--- src/hdl/dbts_pkg.sv ---
// Shared types and constants for the deauth burst threat scorer.
package dbts_pkg;

    typedef enum logic [1:0] {
        OP_FRAME = 2'd0,
        OP_TICK  = 2'd1,
        OP_CLEAR = 2'd2,
        OP_NONE  = 2'd3
    } opcode_t;

    typedef enum logic [1:0] {
        ST_COUNTED  = 2'd0,
        ST_FILTERED = 2'd1,
        ST_FULL     = 2'd2,
        ST_NOFRAME  = 2'd3
    } fstatus_t;

    typedef enum logic [1:0] {
        LV_STARTUP = 2'd0,
        LV_NORMAL  = 2'd1,
        LV_CAUTION = 2'd2,
        LV_ALERT   = 2'd3
    } level_t;

    typedef enum logic [3:0] {
        CS_IDLE,
        CS_FSEARCH,
        CS_FALLOC,
        CS_FREAD,
        CS_FWAIT,
        CS_FWRITE,
        CS_TWALK,
        CS_TLAST,
        CS_TFINISH,
        CS_DONE
    } cstate_t;

    localparam logic [2:0] REG_WINDOW    = 3'd0;
    localparam logic [2:0] REG_CAUT_CNT  = 3'd1;
    localparam logic [2:0] REG_ALERT_CNT = 3'd2;
    localparam logic [2:0] REG_BCAST_CNT = 3'd3;
    localparam logic [2:0] REG_CEILING   = 3'd4;
    localparam logic [2:0] REG_CAUT_SC   = 3'd5;
    localparam logic [2:0] REG_ALERT_SC  = 3'd6;
    localparam logic [2:0] REG_DECAY     = 3'd7;

    localparam logic signed [7:0] SIGNAL_FLOOR = -8'sd95;
    localparam logic [3:0] SUB_DISASSOC = 4'd10;
    localparam logic [3:0] SUB_DEAUTH   = 4'd12;

    // Controller to datapath commands.
    typedef struct packed {
        logic load;       // capture the item
        logic scan_clr;   // zero the slot index
        logic scan_inc;   // advance the slot index
        logic hit_take;   // record a match at the current index
        logic free_take;  // record a free slot at the current index
        logic alloc;      // write a new entry at the free slot
        logic rd_hit;     // read the selected slot from the RAM
        logic wr_hit;     // write the updated counts back
        logic tick_acc;   // score the slot whose data is out of the RAM
        logic tick_fin;   // apply decay and set the level
        logic finish;     // drive the result strobe
    } dbts_cmd_t;

    // Datapath to controller status.
    typedef struct packed {
        logic     filtered;
        logic     scan_last;
        logic     cur_match;
        logic     cur_free;
        logic     have_hit;
        logic     have_free;
        opcode_t  op;
    } dbts_stat_t;

endpackage

--- src/hdl/dbts_ctrl.sv ---
// Controller state machine for the scorer.
module dbts_ctrl (
    input  logic                 clk,
    input  logic                 rst_n,
    input  logic                 start,
    input  dbts_pkg::dbts_stat_t stat,
    output dbts_pkg::dbts_cmd_t  cmd,
    output logic                 busy
);
    import dbts_pkg::*;

    cstate_t state_reg, state_next;

    always_ff @(posedge clk or negedge rst_n)
    begin
        if (!rst_n)
        begin
            state_reg <= CS_IDLE;
        end
        else
        begin
            state_reg <= state_next;
        end
    end

    always_comb
    begin
        state_next = state_reg;
        cmd = '0;
        busy = (state_reg != CS_IDLE);
        unique case (state_reg)
            CS_IDLE:
            begin
                if (start)
                begin
                    cmd.load = 1'b1;
                    cmd.scan_clr = 1'b1;
                    // decoded opcode is registered; branch in the next cycle
                    state_next = CS_FSEARCH;
                end
            end
            CS_FSEARCH:
            begin
                // the first cycle after load routes by opcode
                priority if (stat.op == OP_TICK)
                begin
                    // RAM read of slot 0 issued now; index advances each cycle
                    cmd.scan_inc = 1'b1;
                    state_next = stat.scan_last ? CS_TLAST : CS_TWALK;
                end
                else if (stat.op != OP_FRAME || stat.filtered)
                begin
                    cmd.finish = 1'b1;
                    state_next = CS_IDLE;
                end
                else
                begin
                    if (stat.cur_match) cmd.hit_take = 1'b1;
                    if (stat.cur_free) cmd.free_take = 1'b1;
                    if (stat.cur_match || stat.scan_last)
                    begin
                        state_next = CS_FALLOC;
                    end
                    else
                    begin
                        cmd.scan_inc = 1'b1;
                    end
                end
            end
            CS_FALLOC:
            begin
                priority if (stat.have_hit)
                begin
                    state_next = CS_FREAD;
                end
                else if (stat.have_free)
                begin
                    cmd.alloc = 1'b1;
                    state_next = CS_FREAD;
                end
                else
                begin
                    cmd.finish = 1'b1;
                    state_next = CS_IDLE;
                end
            end
            CS_FREAD:
            begin
                cmd.rd_hit = 1'b1;
                state_next = CS_FWAIT;
            end
            CS_FWAIT:
            begin
                state_next = CS_FWRITE;
            end
            CS_FWRITE:
            begin
                cmd.wr_hit = 1'b1;
                cmd.finish = 1'b1;
                state_next = CS_IDLE;
            end
            CS_TWALK:
            begin
                cmd.tick_acc = 1'b1;
                if (stat.scan_last)
                begin
                    state_next = CS_TLAST;
                end
                else
                begin
                    cmd.scan_inc = 1'b1;
                end
            end
            CS_TLAST:
            begin
                // score the last slot, whose read was issued in the final walk cycle
                cmd.tick_acc = 1'b1;
                state_next = CS_TFINISH;
            end
            CS_TFINISH:
            begin
                cmd.tick_fin = 1'b1;
                state_next = CS_DONE;
            end
            CS_DONE:
            begin
                cmd.finish = 1'b1;
                state_next = CS_IDLE;
            end
            default:
            begin
                state_next = CS_IDLE;
            end
        endcase
    end

    a_one_action: assert property (@(posedge clk) disable iff (!rst_n)
        !(cmd.alloc && cmd.wr_hit)) else $error("alloc and write-back together");
    a_finish_idle: assert property (@(posedge clk) disable iff (!rst_n)
        cmd.finish |=> state_reg == CS_IDLE) else $error("finish not followed by idle");
    a_fin_done: assert property (@(posedge clk) disable iff (!rst_n)
        cmd.tick_fin |=> cmd.finish) else $error("tick finish without result");
endmodule

--- config.mk ---
export PLATFORM = sky130hd
export DESIGN_NAME = dbts_ctrl
export DESIGN_NICKNAME = d
export VERILOG_FILES = /design/src/hdl/dbts_pkg.sv /design/src/hdl/dbts_ctrl.sv
export SDC_FILE = /design/constraint.sdc
export NUM_CORES = 1
export LEC_CHECK = 0
export BUFFER_PORTS_ARGS = -buffer_cell sky130_fd_sc_hd__buf_2
export CORE_AREA = 5 5 42 44
export CTS_BUF_LIST = sky130_fd_sc_hd__clkbuf_2 sky130_fd_sc_hd__clkbuf_4 sky130_fd_sc_hd__clkbuf_8
export DETAILED_ROUTE_END_ITERATION = 10
export DIE_AREA = 0 0 47 49
export PLACE_DENSITY = 0.6
export SETUP_SLACK_MARGIN = 0.3
export SYNTH_ARGS = -nofsm -noshare
export SYNTH_HDL_FRONTEND = slang
export SYNTH_SLANG_ARGS = --single-unit
--- constraint.sdc ---
create_clock -name clk -period 1.9 [get_ports clk]
set_clock_uncertainty 0.15 [all_clocks]
set_input_delay 0.19 -clock clk [delete_from_list [all_inputs] [get_ports clk]]
set_output_delay 0.19 -clock clk [all_outputs]
set_load 0.05 [all_outputs]
# Word-level counts from Yosys, hierarchy flattened
# Cells that the tools add are included.
[totals]
reg_bits = 4
input_bits = 11
output_inout_bits = 12
wordCells = 54
[classes]
n_eq_ne = 13
n_mux = 32
reduce_logical = 8
[ops]
columns = ["operator", "n"]
rows = [
  ["$pmux W4 S8", 1],
  ["$mux W4", 6],
  ["$mux W1", 17],
  ["$eq A4 B3 Y1 const B", 4],
  ["$mux W2", 5],
  ["$eq A4 B2 Y1 const B", 2],
  ["$eq A4 B4 Y1 const B", 2],
  ["$eq A4 B1 Y1 const B", 1],
  ["$logic_not A4 Y1", 1],
  ["$ne A2 B2 Y1 const B", 2],
  ["$ne A4 B4 Y1 const B", 1],
  ["$reduce_bool A4 Y1", 1],
  ["$reduce_or A2 Y1", 2],
  ["$mux W3", 1],
  ["$pmux W1 S3", 1],
  ["$reduce_and A3 Y1", 1],
  ["$eq A2 B1 Y1 const B", 1],
  ["$logic_or A1 B1 Y1", 2],
  ["$pmux W1 S2", 1],
  ["$reduce_bool A2 Y1", 1],
]

# Longest topological paths before layout
# Gate-level depths: netlist (run 1).
[depth]
ltp_word = 5
depth_mapped = 4

# Worst setup path before layout (run 1)
# OpenSTA, ideal clock, no wires.
[synth_timing]
path_kind = "flip-flop to flip-flop"
from = "register state_reg[3]"
to = "register state_reg[3]"
t_arrival_ns = 2.560
required_time_ns = 1.671
path_slack_ns = -0.889
path_stages_with_launch = 4
cell_sequence = "dfrtp_1 clkbuf_1 nor4b_1 o21bai_1"
[synth_between]
elab_chain_cells = 3
[synth_lines]
columns = ["item", "line_no", "text"]
rows = [
  ["start, declared", "dbts_ctrl.sv:12", "cstate_t state_reg, state_next;"],
  ["start signal, assigned", "dbts_ctrl.sv:22", "state_reg <= state_next;"],
  ["$eq A4 B1 Y1 (tied with other cells)", "dbts_ctrl.sv:31", "unique case (state_reg)"],
  ["$ne A4 B4 Y1 (no line) / $ne A2 B2 Y1 (equally long branches)", "--", ""],
  ["$reduce_and A3 Y1 (no line)", "--", ""],
]
# Several ways; a longest one is shown, not always the timed one.
# A chain may end at the register's enable or synchronous reset.

==> results list, run 1 <==
- After detailed routing, the number of remaining DRC violations is 0.
* Slew Limit Headroom: 0.7927
* Die Ht: 49 microns
* Proportion of layout cells with a drive suffix above 1: 0.6489
- From synthesis to final layout, the design area changed by 116.1%.
- In this design, the stage delay of the slowest critical-path cell is 0.40 ns.
- Flip-flop and latch count after synthesis: 4
- IR analysis of the VDD net gives a maximum drop of roughly 1.1 mV.
- Share of the clock period used by the worst path after layout: 1.012
- Avg Vias per Cell: between 5 and 6
* CP bufs+invs: 1
* Standby leakage power: 0.4045 nW
* Worst path cell trace: or3b_4, or2_4, o32ai_4, buf_6
- GR met2 Demand/Resource: 0.2489
- Worst-skew pair later-pin latency: 0.24 ns
* Unrepaired setup endpoints after global routing: yes
* Nets: between 100 and 150
* Mean post-synth cell area: 7.617 sq um
- Num rows: 14
* Highest-count cells in the layout ignoring fill and taps: sky130_fd_sc_hd__buf_4 (12), sky130_fd_sc_hd__buf_2 (10), sky130_fd_sc_hd__buf_6 (10), sky130_fd_sc_hd__buf_8 (6)
- Port buffer count: 22
* Most common cell after layout, fill and taps aside: sky130_fd_sc_hd__buf_4
- Maximum clock rate: around 520 MHz
* Worst hold slack: 0.1477 ns
* H-tree depth: 1
* Cell family with most CP delay: simple AND/OR/NAND/NOR gates
- After layout, the minimum clock period comes to approximately 1.9 ns.
- In the synthesized netlist, the number of instances is 57.
* Area fraction of the dominant cell type after synthesis: 0.2305
- The first global-routing pass estimated approximately 2500 microns of wire.
* Critical Path End Type: output pin
- For this block, the via count after detailed routing is 560.
- Final Hold Viols: 0
- Violated checks: negative setup slack
- Across all setup checks in the final design, the least slack found is -0.02358 ns.
* Overall die area: between 2000 and 2500 sq um
* TritonCTS buffer count: 3
- TritonCTS built the clock tree.
- The biggest area contributor in the post-synthesis netlist is sky130_fd_sc_hd__dfrtp_1.
- The number of nets handed over by synthesis was 68.
- Iteration count of the initial detailed-routing pass: 3
- Status: complete, but fails checks
* Core region area: between 1000 and 1500 sq um
- Data arrival time of the critical path: 1.58 ns
* PwrDens: between 1500 and 2000 nW/um^2
- The detailed router finished its first iteration with 5 violations.
- The clock net in this run drives a total of 4 sinks.
- Met3 Track Usage GR: 0.01845
- Sequential-to-total area share from yosys stat: 0.2305
- For the pin with the worst max-slew slack, the measured transition is 0.3103 ns.
- In this run the most used layer during global routing was met2.
- At the worst endpoint, the required time is ~1.6 ns.
- Setup violations remaining at the end of the flow were counted as 1.
* Count of maximum capacitance violations: 0
* Post-detailed-placement half-perimeter wirelength: about 1000 microns
- Flip-flop count of the largest register, all copies and words added: 4
- 23 I/O pins were placed.
- The total count of max-transition violations in the final report was 0.
* Synth warn: 0
* Total track usage: 0.1496
* Total global routing overflow: 0
- Clk buf depth: 2
* Clk slew on worst S/H paths: 0.04 ns
* Number of diodes: 0
- For this configuration, the core starts out at a cell density of 0.3098.
- In this run the worst hold path is classified as in2reg.
- The via count of the first global-routing pass was roughly 570.
* Final weighted congestion in routability-driven placement: 0.7874
- The mapped netlist covers between 400 and 500 sq um.
* Fillcell total: 122
- Nature of the critical path startpoint: register
* Average detailed-routed wire length per instance: roughly 14 microns
* Cell at the slowest stage of the critical path: sky130_fd_sc_hd__or3b_4
- Maximum fanout encountered on the critical timing path: 3
* Global routing usage on met1: 0.1770
* Largest net degree at the start of global routing: 13
* Setup TNS: -0.02358 ns
- Summed over all layers, the routed wires come to between 1500 and 2000 microns.
- The detail route stage leaves a number of antenna-violating nets equal to 0.
- The tree is rooted in a sky130_fd_sc_hd__clkbuf_4.
* Leading cell types by total area after synthesis: sky130_fd_sc_hd__dfrtp_1 (23%), sky130_fd_sc_hd__nor2_1 (6.1%), sky130_fd_sc_hd__nand2b_1 (4.3%)
* Count of unique library cells instantiated by Yosys: 32
- The number of antenna violations at the first check in global routing was 0.
- By startpoint and endpoint, the worst setup path is classified as reg2out.
- In this run the horizontal extent of the chip is around 47 microns.
==> worst paths after layout <==
| path | startpoint | to | slack (ns) | depth (start not counted) |
|---|---|---|---|---|
| setup / recovery | state_reg[1] | cmd[8] | -0.02 | 4 |
| hold / removal | stat[5] | state_reg[1] | 0.15 | 3 |
| setup reg to reg | state_reg[1] | state_reg[0] | 0.24 | 5 |
| hold reg to reg | state_reg[3] | state_reg[1] | 0.49 | 3 |
| max in group asynchronous | rst_n | state_reg[3] | 1.31 | 2 |
| min in group asynchronous | rst_n | state_reg[0] | 0.16 | 2 |
==> logic make-up (layout without fill, tap and decap cells) <==
kind of cell	after synthesis	count (layout)	share of synthesized area
AND/OR/NAND/NOR	34	34	0.4640
AO/OA/AOI/OAI	11	11	0.2104
buffers and inverters	8	45	0.09510
flip-flops	4	4	0.2306
==> what timing repair did <==
| action | CTS | global route |
|---|---|---|
| setup buffers | 8 | 2 |
| endpoints found under the setup margin | 11 | 13 |
| hold buffers | 1 | 0 |
| cloned | 0 | 0 |
| pin swaps | 8 | 5 |
| resized for setup | 37 | 11 |
| hold endpoints to repair | 4 | 0 |
==> power by group <==
part | internal [mW] | switching (mW) | leakage [nW]
Sequential | 0.120 | 0.0220 | 0.0523
Clock | 0.0706 | 0.0340 | 0.0138
Combinational | 0.552 | 0.680 | 0.338
Total | 0.742 | 0.736 | 0.405
==> worst min-delay path, stage by stage <==
cell	delay, ns
sky130_fd_sc_hd__buf_2	0.12
sky130_fd_sc_hd__nor2_1	0.11
sky130_fd_sc_hd__a211oi_2	0.08
==> synth_stat cells (all sizes together) <==
master and count:
and3 1, o311a 1, nor2 7, o2bb2ai 2
or3b 1, nand2b 3, clkbuf 3, dfrtp 4
or4bb 1, nor3 3, or4 1, nor4b 1
and2 2, o32a 1, o22ai 1, a311oi 1
o32ai 1, a211oi 1, o21bai 1, a21oi 1
buf 2, nand2 4, o21ai 1, nand3 1
nor3b 1, or2 2, nor4 3, nor2b 3
inv 3
==> layer usage <==
layer | vias to the layer above | share of wire | wire [microns]
li1 | 282 | - | -
met1 | 264 | 0.40 | 625
met2 | 14 | 0.56 | 883
met3 | 0 | 0.046 | 72
met4 | 0 | 0 | 0
met5 | - | 0 | 0
==> layout make-up <==
class	instances	area, sq um	area share
timing repair buffer	39	352.8	0.3760
sequential	4	100.1	0.1067
clock buffer	3	22.52	0.02400
tap	16	20.02	0.02133
inverter	3	11.26	0.01200
multi-input combinational	45	431.7	0.4600
==> per-stage QoR <==
step | cells | total power, mW | setup slack (ns) | utilization | instance area [sq um]
6_report | 110 | 1.478 | -0.02358 | 0.6696 | 938.4
5_1_grt | 110 | 1.563 | -0.1014 | 0.6696 | 938.4
4_1_cts | 108 | 1.420 | -0.01608 | 0.6402 | 897.1
3_5_place_dp | 96 | 1.032 | 0.08863 | 0.4768 | 668.1
3_3_place_gp | 96 | 1.021 | 0.1389 | 0.4768 | 668.1
2_1_floorplan | 57 | 0.8622 | 0.1620 | - | 528.0
Note: power is estimated with default switching activity, not from simulation.
==> run 2, diff against run 1 <==
SETUP_SLACK_MARGIN = 0.5   (was 0.3)
==> results list, run 2 (synthesis results as in run 1) <==
* Status: complete, but fails checks
- Violated checks: negative setup slack
* Port buffer count: 22 (unchanged)
- STA classifies the critical path endpoint as an output pin.
- The number of rows created at floorplan is 14 (unchanged).
- The worst setup path is launched from a register.
* Slack of the critical path: -0.02030 ns (+0.003284 ns)
* Initial DRC Count: 6 (+1)
- The largest buffer count on any clock path is 2 (unchanged).
- The count of cells along the worst register-to-register path is 8 (+3).
- The proportion of layout cells with a drive suffix above 1 is 0.6630 (+0.01411).
- H-tree depth: 1 (unchanged)
- The slack of the worst reg-to-reg path was 0.21 ns (-0.03 ns).
- Unrepaired setup endpoints after global routing: yes
* Post-route minimum period: 1.920 ns (-0.003284 ns)
- Count of maximum capacitance violations: 0 (unchanged)
- The number of flip-flops in the largest register came to 4 (unchanged).
- The tree is rooted in a sky130_fd_sc_hd__clkbuf_4.
- The area enclosed by the die boundary is 2303 sq um (unchanged).
- The area growth from synthesis to layout is 117.6%.
* Largest net degree at the start of global routing: 13 (unchanged)
- Crit path required time: 1.56 ns (about the same)
* Number of diodes: 0 (unchanged)
- Antenna-violating nets left: 0 (unchanged)
- Utilization after layout: 0.6741 (+0.004464)
- In the layout the commonest cells are sky130_fd_sc_hd__buf_6 (13), sky130_fd_sc_hd__buf_2 (10), sky130_fd_sc_hd__buf_4 (9).
* Clk slew on worst S/H paths: 0.04 ns (about the same)
- The average detailed-routed wire length per instance was 13.44 microns (-6.4%).
* Measured slew at the worst slew-check pin: 0.2644 ns (-0.04588 ns)
- The number of antenna violations at the first check in global routing was 0 (unchanged).
- CTS tree: done
- The placeable core region was 1401 sq um (unchanged).
- Width of the chip: 47 microns (unchanged)
- Final Slew Violations: 0 (unchanged)
* Number of vias in the routed layout: 557 (-0.54%)
* Avg Vias per Cell: 5.157 (+1.3%)
- The worst hold slack was 0.1420 ns (-0.005692 ns).
- Worst slack at placement: 0.08059 ns (-0.008036 ns)
- Largest stage delay on the critical path: 0.41 ns (about the same)
* Share of the clock period used by the worst path after layout: 1.011 (-0.001728)
* I/O pin count: 23 (unchanged)
* Fillcell total: 128 (+4.9%)
* Maximum fanout encountered on the critical timing path: 3 (unchanged)
* Iteration count of the initial detailed-routing pass: 2 (-1)
- Cell at the slowest stage of the critical path: sky130_fd_sc_hd__or3b_4
* Launching element of the worst setup path: state_reg[0]
* DRC viols: 0 (unchanged)
- The layout net count is 105 (-1.9%).
- The power per standard cell area came to 1505 nW/um^2 (-4.5%).
- The setup path with the least slack is of type reg2out.
- Most common cell after layout, fill and taps aside: sky130_fd_sc_hd__buf_6
- The wire length reported by the detailed router is 1452 microns (-8.1%).
- The count of final hold-check violations is 0 (unchanged).
- Reg-to-Reg Start: state_reg[3]
- The floorplan die height was 49 microns (unchanged).
* TritonCTS buffer count: 3 (unchanged)
* Total global routing overflow: 0 (unchanged)
- The clock insertion delay at the later pin of the skew report is 0.23 ns (about the same).
- Worst path cell trace: or3b_4, or2_4, o32ai_4, buf_6
- Final setup violation count: 2 (+1)
* Initial core utilization: 0.3098 (unchanged)
- Data arrival time of the critical path: 1.58 ns (about the same)
- Via count of the first global-routing pass: 565 (-0.35%)
* Maximum vdd ir drop: 0.8481 mV (-21%)
- FF-to-FF End: state_reg[0]
- CP bufs+invs: 1 (unchanged)
* Wire length of the first global-routing pass: 2470 microns (-2.2%)
- The clock net sink count was 4 (unchanged).
* Slew Limit Headroom: 0.8224 (+0.02969)
- The leakage power came to 0.3945 nW (-2.5%).
* Total track usage: 0.1440 (-0.005646)
- Post-detailed-placement half-perimeter wirelength: 1046 microns (+2.5%)
- Setup TNS: -0.02390 ns (-0.0003198 ns)
* Final weighted congestion in routability-driven placement: 0.7721 (-1.9%)
* Class of the most critical hold timing path: in2async
- Broken down by cell family, the worst path's largest delay share belongs to simple AND/OR/NAND/NOR gates.
- Maximum clock rate: 520.8 MHz (+0.17%)
[run 2: per-layer routing]
metal  routed length [microns]  GRT usage  vias up
met5                         0          0        -
met4                         8    0.03687        0
met3                       138    0.05904        2
met2                       746     0.2398       23
met1                       559     0.1637      252
li1                          -          -      280
[run 2: worst max path at each step]
stage | endpoint | cells after the start | slack [ns]
global route | cmd[8] | 4 | -0.08
floorplan | cmd[8] | 4 | 0.16
CTS | cmd[8] | 4 | -0.02
detailed placement | cmd[7] | 4 | 0.08
global placement | cmd[6] | 4 | 0.13
finish | cmd[8] | 4 | -0.02
[run 2: worst reg2reg max path, delay by kind of cell, from the launching register on]
kind                   cells  cell delay [ns]
buffers and inverters      5             0.56
DFF                        1             0.38
AOI/OAI and AO/OA          2             0.24
and+or+nand+nor            1             0.23
[run 2: final cells by class]
cell class,instances,area [sq um],area share
flip-flops and latches,4,100.1,0.1060
repair buffers,37,334.1,0.3536
well taps,16,20.02,0.02119
multi-input cells,45,456.7,0.4834
clock buffers,3,22.52,0.02384
inverters,3,11.26,0.01192
[run 2: through the flow]
| stage | power [mW] | instance area, sq um | instances |
|---|---|---|---|
| final | 1.422 | 944.7 | 108 |
| after global routing | 1.514 | 944.7 | 108 |
| after CTS | 1.389 | 904.6 | 105 |
| after detailed placement | 1.067 | 701.9 | 95 |
| after global placement | 1.058 | 701.9 | 95 |
| after floorplan | 0.9622 | 601.8 | 57 |
[run 2: power by group]
part,internal (mW),total (mW),switching [mW]
clock,0.0704,0.102,0.0319
sequential,0.120,0.142,0.0222
combinational,0.500,1.18,0.678
total,0.690,1.42,0.732
[run 2: timing repair]
action                                 CTS  global route
setup buffers                            6             3
endpoints found under the hold margin    4             0
pin swaps                                4             2
hold buffers                             1             0
setup endpoints to repair               14            14
resized for setup                       35             5
==> run 3, diff against run 2 <==
MAX_ROUTING_LAYER = met4   (was default)
SKIP_LAST_GASP = 1   (was default)
==> results list, run 3 (synthesis results as in run 1) <==
- The slew at the pin closest to its max-slew limit is 0.3030 ns (+0.03862 ns).
- Category of the critical setup timing path: reg2out
- The clock net sink count is 4 (unchanged).
- The HPWL reported at the end of detailed placement came to 1046 microns (unchanged).
- The reported max-cap violation count is 0 (unchanged).
- Antenna violations before repair: 0 (unchanged)
* Final Routed Wirelength: 1406 microns (-3.2%)
- Internal power of the cells: 788.4 uW (+14%)
- The library cell used most frequently in the layout, excluding fill and tap cells, is sky130_fd_sc_hd__buf_6.
* Violated checks: negative setup slack
* Initial core utilization: 0.3098 (unchanged)
- The switching power summed over all nets came to 779.0 uW (+6.4%).
- The quantity of I/O buffers inserted on ports is 22 (unchanged).
- Switching fraction of total power: 0.4970 (-0.01802)
* Gate power share: 0.845 (+0.017)
- Class of the most critical hold timing path: in2async
- The flow ran to the end, but the final reports show violations.
* Worst hold slack: 0.1454 ns (+0.003364 ns)
- Number of diodes: 0 (unchanged)
- The number of flip-flops in the largest register was 4 (unchanged).
- The data required time at the worst endpoint was 1.56 ns (about the same).
* Total global routing overflow: 0 (unchanged)
- Avg Vias per Cell: 5.211 (+1.0%)
* Slew Limit Headroom: 0.7966 (-0.02579)
- The routed via count is 568 (+2.0%).
* Highest-count cells in the layout ignoring fill and taps: sky130_fd_sc_hd__buf_6 (14), sky130_fd_sc_hd__buf_2 (10), sky130_fd_sc_hd__buf_4 (9), sky130_fd_sc_hd__nor2_4 (5), sky130_fd_sc_hd__dfrtp_1 (4)
- The total count of max-transition violations in the final report was 0 (unchanged).
* Proportion of layout cells with a drive suffix above 1: 0.7204 (+0.05739)
- Iteration count of the initial detailed-routing pass: 5 (+3)
- Non-filler instance count after layout: 109 (+0.93%)
- The final weighted congestion of routability-driven global placement is 0.7826 (+1.4%).
- The ratio of final minimum period to clock period came to 1.009 (-0.002144).
- The root buffer cell chosen for the clock tree is sky130_fd_sc_hd__clkbuf_4.
* Worst-skew pair later-pin latency: 0.23 ns (about the same)
- Relative area change from synthesis to final layout: 129.1%
- The worst setup path is captured at an output pin.
- The post-CTS clock slew at the launch and capture registers of the worst setup and hold paths came to 0.04 ns (about the same).
- DRC viols: 0 (unchanged)
- The data arrival time of the critical path was 1.58 ns (about the same).
- Nets: 106 (+0.95%)
- The count of final hold-check violations came to 0 (unchanged).
* Nature of the critical path startpoint: register
* Largest net degree at the start of global routing: 13 (unchanged)
* Wire length of the first global-routing pass: 2318 microns (-6.2%)
- The maximum ir drop on the vdd rail is 0.8908 mV (+5.0%).
- Initial DRC Count: 8 (+2)
- Maximum fanout encountered on the critical timing path: 3 (unchanged)
* H-tree depth: 1 (unchanged)
- PwrDens: 1576 nW/um^2 (+4.7%)
* Clock network fraction of total power: 0.065 (-0.007)
- Standby leakage power: 0.4084 nW (+3.5%)
* I/O pin count: 23 (unchanged)
- The via count of the first global-routing pass is 542 (-4.1%).
- Num rows: 14 (unchanged)
- The number of clock buffers inserted by TritonCTS was 3 (unchanged).
* Slack of the critical path: -0.01622 ns (+0.004073 ns)
- The count of final setup violators is 1 (-1).
- The placeable core region is 1401 sq um (unchanged).
- The aggregate global-route resource usage was 0.1397 (-0.004313).
* Antenna-violating nets left: 0 (unchanged)
* Unrepaired setup endpoints after global routing: yes
* Post-route minimum period: 1.916 ns (-0.004074 ns)
- Average detailed-routed wire length per instance: 12.90 microns (-4.1%)
- The horizontal extent of the die was 47 microns (unchanged).
- The largest buffer count on any clock path is 2 (unchanged).
- The area enclosed by the die boundary is 2303 sq um (unchanged).
* Sequential group share of total power: 0.090 (-0.010)
- Maximum clock rate: 521.9 MHz (+0.21%)
- Total instance count after detailed placement: 95 (unchanged)
- The minimum setup slack after placement was 0.08059 ns (unchanged).
* CTS tree: done
* Die Ht: 49 microns (unchanged)
[run 3: stage by stage]
step / utilization / TNS (ns) / power, mW / area [sq um]
after floorplan: - / 0 / 0.9622 / 601.8
after global placement: 0.5009 / 0 / 1.058 / 701.9
after detailed placement: 0.5009 / 0 / 1.067 / 701.9
after CTS: 0.6286 / -0.02588 / 1.348 / 880.8
after global routing: 0.7098 / -0.2424 / 1.669 / 994.7
final: 0.7098 / -0.01622 / 1.567 / 994.7
[run 3: layout make-up]
cell class	count	area, sq um
flip-flops and latches	4	100.1
multi-input cells	45	488.0
repair buffers	38	350.3
clock buffers	3	22.52
inverters	3	13.76
well taps	16	20.02
fillers	116	406.6
[run 3: path summary, 6_finish.rpt]
check	from	end	slack (ns)	cells past startpoint
max	state_reg[1]	cmd[8]	-0.02	4
min	rst_n	state_reg[3]	0.15	2
max reg2reg	state_reg[1]	state_reg[0]	0.25	5
min reg2reg	state_reg[1]	state_reg[0]	0.58	3
max in group asynchronous	rst_n	state_reg[0]	1.33	2
min in group clk	stat[5]	state_reg[1]	0.18	3
[run 3: worst max-delay path, cell delays in order, from the launching register on]
cell and delay (ns):
sky130_fd_sc_hd__dfrtp_1 0.37, sky130_fd_sc_hd__or3b_4 0.42, sky130_fd_sc_hd__or2_4 0.26, sky130_fd_sc_hd__o32ai_4 0.10, sky130_fd_sc_hd__buf_6 0.19
[run 3: metal layers]
layer	up-vias	global-route usage	wire [microns]
met2	23	0.2172	707
met3	4	0.05904	111
met1	260	0.1615	559
met5	-	-	0
met4	0	0.03687	28
li1	281	-	-
[run 3: timing repair]
item                                    CTS  global route
hold endpoints to repair                  4             0
pin swaps                                 4            11
buffers inserted                          6             4
hold buffers                              1             0
gates resized for setup                  30            20
endpoints found under the setup margin   14            14
[run 3: power by group through the flow]
| stage | Clock, mW | Combinational [mW] | Sequential (mW) |
|---|---|---|---|
| finish | 0.102 | 1.32 | 0.141 |
| global route | 0.120 | 1.40 | 0.145 |
| CTS | 0.107 | 1.10 | 0.138 |
| detailed placement | 0 | 0.929 | 0.138 |
| global placement | 0 | 0.922 | 0.136 |
| floorplan | 0 | 0.821 | 0.141 |
